===== src/rtl/sjc_ram.sv =====
`timescale 1ns / 1ps
module sjc_ram #(
	parameter int WIDTH = 32,
	parameter int DEPTH = 16
) (
	input  logic                     clk,
	input  logic                     we,
	input  logic [$clog2(DEPTH)-1:0] waddr,
	input  logic [WIDTH-1:0]         wdata,
	input  logic [$clog2(DEPTH)-1:0] raddr,
	output logic [WIDTH-1:0]         rdata
);

	logic [WIDTH-1:0] mem_q [DEPTH];
	logic [WIDTH-1:0] rdata_q;

	always_ff @(posedge clk) begin
		if (we) begin
			mem_q[waddr] <= wdata;
		end
		rdata_q <= mem_q[raddr];
	end

	assign rdata = rdata_q;

endmodule


===== config.mk =====
export PLATFORM = sky130hd
export DESIGN_NAME = sjc_ram
export DESIGN_NICKNAME = d
export VERILOG_FILES = /design/src/rtl/sjc_ram.sv
export SDC_FILE = /design/constraint.sdc
export NUM_CORES = 1
export LEC_CHECK = 0
export BUFFER_PORTS_ARGS = -buffer_cell sky130_fd_sc_hd__buf_2
export CAP_MARGIN = 10
export CORE_AREA = 2 2 223 170
export CTS_CLUSTER_SIZE = 24
export DETAILED_ROUTE_END_ITERATION = 6
export DIE_AREA = 0 0 225 172
export PLACE_DENSITY_LB_ADDON = 0.15
export SLEW_MARGIN = 20
export SYNTH_ARGS = -nofsm -noshare
export SYNTH_HDL_FRONTEND = slang
export SYNTH_SLANG_ARGS = --single-unit

===== constraint.sdc =====
create_clock -name clk -period 4.1 [get_ports clk]
set_input_delay 0.82 -clock clk [delete_from_list [all_inputs] [get_ports clk]]
set_output_delay 0.82 -clock clk [all_outputs]
set_load 0.01 [all_outputs]

; Word-level counts from Yosys, hierarchy flattened
; Memory sizes are Yosys's and may differ from the RTL's. A register that Yosys moved wholly into a read port is not among the register bits.
; Index checks and enable logic that the tools add are counted.
; W data, S select, Z words.
[word_totals]
regBits = 0
mem_bits_rw = 512
in_bits = 42
out_inout_bits = 32
mem_count = 1
[mem_list]
columns = memory, depth, word_bits, read_ports, rd_ports_with_merged_regs, write_ports, line
row1 = mem_q, 16, 32, 1, 1, 1, 14  ; logic [WIDTH-1:0] mem_q [DEPTH];
[classes]
mux = 2
[ops]
columns = op, n
row1 = $mux W1, 2

; Longest topological paths before layout
[logic_depth]
depth_word = 2
ltp_mapped = 5
mapped_depth_nobuf = 3

; Least setup slack after synthesis
; Ideal clock, no wire load.
[synth_path]
kind = input to register
startpoint = in waddr[2]
endpoint = mem mem_q[0][0], enable pin
setup_time_ns = 0.461
arrival_ns = 3.538
slack_ns = 0.100
stages = 2
cell_sequence = or3b_2 > nor3_1
[synth_lines]
columns = element, line
row1 = from (decl), 8  ; input logic [$clog2(DEPTH)-1:0] waddr,
row2 = to (decl), 14
; Straight into the memory's write port.

; Worst setup path in the final report
[layout_path]
startpoint = in waddr[2]
endpoint = mem mem_q[1][9], enable pin
; Straight into the memory's write port.

==> impl_metrics.yaml <==
outcome:
  outcome: "complete, no violations"
logic_synthesis:
  yosysUniqueCellTypes: 18
  ys_seq_area_share_pct: 80.7
  synthCells: 838
  syn_nets: 880
  ys.warnings.count: 0
  ys_seq_elements: 544
  syn_area_per_cell_sq_um: 23.7
  syn_area_sq_um: 19900
timing:
  period_share_pct: 55.7
  slew_headroom_pct: 39.3
  max_freq_ghz: 0.438
  finalHoldViolations: 0
  skew_ns: 0.0121
  setup_tns_ns: 0
  min_period_ns: 2.28
  slew_viol_final: 0
  worst_slew_pin_slew_ns: 0.909
  setup_viol: 0
  rsz0062_at_grt: "no"
finish:
  syn2layout_area_growth_pct: 13.9
  finalInstanceArea_sq_um: 22600
  drive_above_1_share_pct: 33.0
  mostFrequentLayoutCell: "edfxtp_1"
  final_cell_mix: "edfxtp_1 (512), mux4_2 (128), buf_2 (71)"
  final_net_count: 999
clocking:
  cts_sinks: 544
  cts-root-buf: "clkbuf_16"
  hold_buffers: 0
  postCtsSetupBuffers: 0
  cts_buffer_depth: 3
  path_clk_slew_ns: 0.06
  htreeDepth: 2
  insertion_delay_ns: 0.56
  cts_resized: 0
  cts-buffers-inserted: 50
  cts_tree: "yes"
floorplan:
  die-height_um: 172
  start_util_pct: 54.3
  rows: 61
  die_area_sq_um: 38700
  die_x_um: 225
  ios: 74
  coreArea_sq_um: 36600
critical_path:
  crit_type: "input pin to flop"
  worstReg2RegEnd: "rdata[19]"
  cp_max_fo: 23
  reg2reg_slack_ns: 2.73
  rr_worst_depth: 3
  crit_required_ns: 4.37
  r2r_start: "mem_q[3][19]"
  end_kind: "flop"
  cp.arrival_ns: 2.55
  start_kind: "input pin"
placed_design:
  post_dp_cell_area_sq_um: 21100
  globalplace.congestion: 0.765
  hpwl_mm: 22.3
  io_buffers: 73
flow_run:
  cap_viol_max_count: 0
pwr:
  power_frac_comb_pct: 4.9
  internal_power_mw: 8.87
  netSwitchingPower_mw: 2.26
  p_leak_nw: 7.30
  p_per_area_nw_per_um2: 492
  seqPwrFrac_pct: 56.1
  peakVddDrop_uv: 378
  power_mw: 11.1
  pwr-share-clk_pct: 39.0
  switching_share_pct: 20.3
grt:
  grt.busiest_layer: "met2"
  grt_util_met1_pct: 28.5
  grt_pass1_wl_mm: 58.8
  grt_util_met2_pct: 35.8
  track_usage_pct: 21.1
  grtUsageMet3_pct: 4.37
  grt_max_degree: 57
  grt_pass1_vias: 9273
  antenna_found_initial: 3
  grt-ovfl-total: 0
routing:
  drt_iter0_drc: 816
  ant_nets: 0
  dr.pass1.iters: 5
  drc: 0
  routedWlPerCell_um: 26.9
  vias: 8843
  viasPerCell: 6.01
  finalWirelength_mm: 39.5
min_path:
  hold_path.class: "input pin to flop"
  hold_path_depth: 1
  min-delay-start: "wdata[10]"
  hold_path_end: "mem_q[3][10]"
[through the flow]
stage	hold slack, ns	setup WS [ns]	cells	util [%]
after floorplan	0.635	0.100	838	-
after global placement	0.643	1.25	1377	57.6
after detailed placement	0.653	1.22	1377	57.6
after CTS	0.600	1.82	1470	61.8
after global routing	0.614	1.75	1471	61.9
final	0.626	1.82	1471	61.9
[metal layers]
metal | vias up | wire (um)
li1 | 3813 | -
met3 | 59 | 2620
met2 | 309 | 20000
met5 | - | 25
met4 | 4 | 805
met1 | 4658 | 16100
[worst max-delay path by stage]
| stage | end | slack [ns] | startpoint |
|---|---|---|---|
| final | mem_q[1][9] | 1.82 | waddr[2] |
| after global routing | rdata[15] | 1.75 | raddr[0] |
| after CTS | mem_q[1][9] | 1.82 | waddr[2] |
| after detailed placement | mem_q[1][7] | 1.22 | waddr[2] |
| after floorplan | mem_q[0][0] | 0.10 | waddr[2] |
| after global placement | mem_q[1][7] | 1.25 | waddr[2] |
[kinds of logic after synthesis]
| logic type | synth area share (%) |
|---|---|
| AOI/OAI and AO/OA | 2.42 |
| buffers and inverters | 1.12 |
| DFF | 80.7 |
| muxes | 14.5 |
| and+or+nand+nor | 1.27 |
[sequential cells by signal (all words and copies together), names as in the netlist]
name   flops
mem_q    512
rdata     32
[synth_stat cells (all sizes together)]
cell    count  area [sq um]
buf        26           159
mux4      128          2880
dfxtp      32           641
or3b        1          8.76
nand3       1          5.00
nand2      33           124
nand3b      2          15.0
nor2b       2          12.5
nor3        4          20.0
nand2b      2          12.5
and2        1          6.26
edfxtp    512         15400
a22oi      64           480
nor2       13          48.8
clkbuf     17          63.8
[critical path, cell delays in order]
cell,delay [ns]
buf_2,0.12
or3b_2,0.58
nor2_4,0.73
buf_4,0.29
[layout make-up]
type	instances	area [sq um]
timing repair buffer	110	717
antenna	1	2.50
tap	472	591
sequential	544	16000
multi-input combinational	251	3750
fill	2429	13900
clock inverter	27	156
clock buffer	66	1380
[power by group through the flow]
stage	clock network (mW)	logic, mW	registers (mW)
finish	4.34	0.543	6.25
global route	4.64	0.591	6.26
CTS	4.44	0.554	6.25
detailed placement	0	0.554	6.37
global placement	0	0.535	6.36
floorplan	0	0.299	6.38
No activity file was read; power rests on OpenSTA's default activity.
