## config.mk

```make
export PLATFORM = sky130hd
export DESIGN_NAME = sjc_mul
export DESIGN_NICKNAME = d
export VERILOG_FILES = /design/src/rtl/sjc_pkg.sv /design/src/rtl/sjc_mul.sv
export SDC_FILE = /design/constraint.sdc
export NUM_CORES = 2
export LEC_CHECK = 0
export ABC_CLOCK_PERIOD_IN_PS = 12100
export BUFFER_PORTS_ARGS = -buffer_cell sky130_fd_sc_hd__buf_2
export CAP_MARGIN = 25
export CORE_MARGIN = 3
export CORE_UTILIZATION = 45
export CTS_CLUSTER_DIAMETER = 50
export DETAILED_ROUTE_END_ITERATION = 6
export PLACE_DENSITY = 0.58
export SLEW_MARGIN = 20
export SYNTH_ARGS = -nofsm -noshare
export SYNTH_HDL_FRONTEND = slang
export SYNTH_SLANG_ARGS = --single-unit
```

## constraint.sdc

```tcl
create_clock -name clk -period 12.1 [get_ports clk]
set_input_delay 0 -clock clk [delete_from_list [all_inputs] [get_ports clk]]
set_output_delay 0 -clock clk [all_outputs]
set_load 0.005 [all_outputs]
```

## src/rtl/sjc_pkg.sv

```systemverilog
`timescale 1ns / 1ps
package sjc_pkg;

	localparam int NUM_CFG   = 8;
	localparam int CFG_IDX_W = 3;
	localparam int CFG_W     = 24;
	localparam int ZONE_W    = 17;
	localparam int AXIS_W    = 18;
	localparam int TICK_W    = 20;
	localparam int VAL_W     = 32;
	localparam int CH_W      = 3;
	localparam int MUL_BW    = 25;
	localparam int MEM_DEPTH = 16;
	localparam int MEM_AW    = 4;

	localparam logic [CFG_IDX_W-1:0] CFG_ARM_SCALE  = 3'd0;
	localparam logic [CFG_IDX_W-1:0] CFG_DEAD_ZONE  = 3'd1;
	localparam logic [CFG_IDX_W-1:0] CFG_ARM_GAIN   = 3'd2;
	localparam logic [CFG_IDX_W-1:0] CFG_BASE_LIN   = 3'd3;
	localparam logic [CFG_IDX_W-1:0] CFG_BASE_ANG   = 3'd4;
	localparam logic [CFG_IDX_W-1:0] CFG_BASE_GAIN  = 3'd5;
	localparam logic [CFG_IDX_W-1:0] CFG_LIN_ACCEL  = 3'd6;
	localparam logic [CFG_IDX_W-1:0] CFG_ANG_ACCEL  = 3'd7;

	localparam logic MODE_ARM  = 1'b0;
	localparam logic MODE_BASE = 1'b1;

	typedef logic [CFG_W-1:0] cfg_word_t;

endpackage

```

## src/rtl/sjc_mul.sv

```systemverilog
`timescale 1ns / 1ps
module sjc_mul
	import sjc_pkg::*;
#(
	parameter int AW = 33
) (
	input  logic                           clk,
	input  logic signed [AW-1:0]           a,
	input  logic signed [MUL_BW-1:0]       b,
	output logic signed [AW+MUL_BW-1:0]    p
);

	logic signed [AW+MUL_BW-1:0] p_q;

	always_ff @(posedge clk) begin
		p_q <= a * b;
	end

	assign p = p_q;

endmodule

```

# Yosys cells after proc, flatten, opt, wreduce, memory -nomap -nowiden
# Index checks and enable logic that the tools add are counted.
# Widths: inputs -> output; s select.
totals:
  word_cells: 2
  ff_bits: 58
  output_inout_bits: 58
  in_bits: 59
classes:
  mul: 1
op_table:
  columns: ["op", "n"]
  rows:
  - ["$mul 33x25->58", 1]

# Depth between registers and ports, before layout
logic_depth:
  word_depth: 1
  mapped_depth: 27

# Least setup slack after synthesis
# Ideal clock, no wire load.
synth_path:
  kind: "input -> register"
  from: "in a[32]"
  to: "reg p_q[57] (netlist: p[57])"
  path_stages: 21
  t_required_ns: 11.957
  arrival_time_ns: 6.252
  setup_ns: 0.143
  n_path_buf: 2
  setup_slack_ns: 5.705
  cell_sequence: "clkbuf_1 > nand2_1 > inv_1 > fa_1 > fa_1 > inv_1 > fa_1 > inv_1 > fa_1 > fa_1 > fa_1 > fa_1 > ha_1 > clkbuf_8 > a21o_1 > a21o_1 > a21o_1 > a21o_1 > and3_1 > a21oi_1 > o211ai_1"
synth_between:
  elab_chain_len: 1
synth_rtl:
  columns: ["item", "line_no", "rtl"]
  rows:
  - ["from (decl)", "sjc_mul.sv:8", "input logic signed [AW-1:0] a,"]
  - ["$mul 33x25->58", "sjc_mul.sv:16", "p_q <= a * b;"]
  - ["to (signal assigned)", "sjc_mul.sv:16", null]
  - ["to (decl)", "sjc_mul.sv:13", "logic signed [AW+MUL_BW-1:0] p_q;"]
# Every way passes these cells.

# Final worst setup path
layout_path:
  from: "in b[1]"
  to: "reg p_q[57] (netlist: p[57])"
layout_between:
  elab_chain_len: 1
layout_rtl:
  columns: ["item", "line_no", "rtl"]
  rows:
  - ["from (decl)", "sjc_mul.sv:9", "input logic signed [MUL_BW-1:0] b,"]
  - ["$mul 33x25->58", "sjc_mul.sv:16", null]
# Every way passes these cells.

==> metrics.md <==
| Metric | Value |
|---|---|
| Run status | `complete, no violations` |
| Most frequent cell after synthesis | `fa_1` |
| Final slew viol count | `0` |
| Post-CTS Resized | `0` |
| RSZ-0062 raised after global routing | `false` |
| Fin. Hold Viols | `0` |
| Largest net degree at the start of global routing | `34` |
| CP cell instances | `buf_2 -> nand2_1 -> inv_1 -> fa_1 -> fa_1 -> inv_1 -> fa_1 -> fa_1 -> inv_1 -> fa_1 -> fa_1 -> inv_1 -> fa_1 -> inv_1 -> ha_1 -> a21o_1 -> a21o_1 -> a21oi_1 -> nor3b_1 -> nand4_1 -> o21ai_1 -> o221ai_1 -> a21oi_1 -> o211ai_1` |
| Warnings, synthesis | `0` |
| Mux cell area share after synthesis | `0%` |
| Startpoint types | `input port` |
| HPWL after DPL | `between 60 and 70 mm` |
| Clock sink count | `between 50 and 60` |
| Final worst path period share | `around three fifths` |
| Die Height | `265 microns` |
| Final nets | `4,238` |
| Share of flip-flops with an asynchronous set or reset | `0%` |
| Synth Area in Compound Gates | `4.42%` |
| Vias | `between 20,000 and 25,000` |
| Port Buffers | `between 100 and 150` |
| Path type of the worst setup path | `input port to flop` |
| Syn Inst Count | `around 3,200` |
| CP arrival | `7.49 ns` |
| Initial DRC count | `approximately 1,300` |
| Vias in the first global route | `between 20,000 and 25,000` |
| Max FFs per register | `a little under 60` |
| Fmax | `about 0.14 GHz` |
| WL final | `~84 mm` |
| Syn-to-layout area delta | `4.57%` |
| CP Max Fanout | `33` |
| Dpl ws | `approximately 4.3 ns` |
| Adder-Cell Fraction of Synth Area | `between 60 and 70%` |
| DRC | `0` |
| Via density | `approximately 5.3` |
| Postcts setup bufs | `0` |
| Setup tns final | `0 ns` |
| TritonRoute pass-1 iters | `7` |
| Most used cell, CP | `fa_1` |
| Routability Congestion | `slightly below 0.9` |
| Max_slew headroom | `between 30 and 40%` |
| Top_reg_cell synth | `dfxtp_1` |
| Final WS setup | `around 4.8 ns` |
| XOR/XNOR share of the synthesized area | `1.71%` |
| Chip width | `265 microns` |
| Clock buffer count from CTS | `9` |
| Post-synth EDFFs | `0` |
| Std-Cell Rows | `94` |
| Core ar. | `66,100 sq um` |
| Synth top area cells | `fa_1 56%, inv_1 9.8%, and2_1 8.5%` |
| Post-Syn Area | `roughly 30,000 sq um` |
| Endpoints failing setup | `0` |
| Hold buffers post-CTS | `0` |
| Share of the synthesized area in the top cell type | `around 56%` |
| Largest stage delay, worst path | `between 0.5 and 0.6 ns` |
| Share of layout cells above drive strength 1 | `about 4.7%` |
| Total congestion overflow | `0` |
| H-tree lvl count | `3` |
| Cell taking the most area after synthesis | `fa_1` |
| Root Driver | `clkbuf_16` |
| Syn Nets | `approximately 4,300` |
| Synthesized area per cell | `~9.4 sq um` |
| Slowest cell on crit path | `fa_1` |
| Layout Utilization | `around 48%` |
| IO Count | `roughly 120` |
| Placed cell area | `31,200 sq um` |
| Top post-synthesis cells by count | `842 x fa_1, 785 x inv_1, 416 x nand2_1` |
| WL/cell | `a little over 20 microns` |
| Post-Layout Inst Area | `between 30,000 and 40,000 sq um` |
| Post-synthesis cell type count | `60` |
| Worst min path class | `input port to flop` |
| Simple-gate share of the synthesized area | `about 16%` |
| Synthesized flop and latch total | `just under 60` |
| Worst path required time | `between 10 and 15 ns` |
| Clock transition at path regs | `0.05 ns` |
| Initial antenna violation count | `3` |
| First-pass GRT wire length | `137 mm` |
| Routed Antenna Nets | `0` |
| Largest family of logic cells by synthesized area | `adder cells` |
| Die Area | `70,300 sq um` |
| Fin crit period | `about 7.3 ns` |
| Setup crit end kind | `flop` |
| Max clock buf depth | `2` |
| Post-synthesis sequential area ratio | `3.84%` |
| Initial Util | `between 40% and 50%` |
| Global Route Usage Sum | `about a quarter` |
| CTS tree | `built` |
| Max-Cap Viols | `0` |
| Worst-margin pin slew | `0.987 ns` |
## path summary, 6_finish.rpt
path	startpoint	endpoint	slack, ns	cells past startpoint
max	b[1]	p[57]$_DFF_P_	4.79	24
min	b[0]	p[0]$_DFF_P_	0.31	2
## cells by family after synthesis
group	count (synthesis)
XOR/XNOR	59
AND/OR/NAND/NOR	954
adder cells (fa/ha/maj)	999
buffers and inverters	944
flip-flops	58
AO/OA/AOI/OAI	194
## per-layer routing
| metal | GRT usage, % | share of wire (%) | vias to the layer above |
|---|---|---|---|
| met2 | 45.1 | 52 | 732 |
| met1 | 31.4 | 38 | 11400 |
| met3 | 2.94 | 5.4 | 193 |
| met4 | 9.55 | 4.3 | 0 |
| li1 | - | - | 9147 |
| met5 | 0 | 0 | - |
## metrics by stage
step                      cells  hold slack, ns
after floorplan            3208           0.127
after global placement     4032           0.378
after detailed placement   4032           0.379
after CTS                  4047           0.289
after global routing       4048           0.305
final                      4052           0.305
## layout by cell type, fill, tap and decap left out, types with 5 or more instances in the layout
cell,synthesis,final
nand3_1,16,16
xor2_1,15,15
o211ai_1,7,7
a31oi_1,10,10
inv_1,785,785
o21a_1,5,5
buf_2,3,116
nand4_1,15,15
dfxtp_1,58,58
nor2_1,57,57
ha_1,157,157
a211oi_1,8,8
and3_1,8,8
nand2b_1,11,11
and2_1,409,409
nand2_1,416,416
o21bai_1,15,15
a21o_1,34,34
xnor2_1,44,44
fa_1,842,842
nor2b_1,5,5
a21oi_1,51,51
clkbuf_16,0,9
nor3_1,6,6
o21ai_0,28,28
## final cells by class
class,count,area [sq um]
Antenna cell,4,10.0
Clock buffer,10,239
Clock inverter,5,78.8
Fill cell,6334,34500
Inverter,786,2950
Multi-Input combinational cell,2206,25400
Sequential cell,58,1160
Tap cell,864,1080
Timing Repair Buffer,119,623
## worst max-delay path, delay by kind of cell
family                   cells  cell delay [ns]
buffers and inverters        6             0.94
AND/OR/NAND/NOR              3             0.60
AO/OA/AOI/OAI                7             1.90
adder cells (fa/ha/maj)      8             4.04
Power is left out: the tool's default activity adds up to more than one toggle a clock period on the data nets, which glitch-free logic cannot reach.
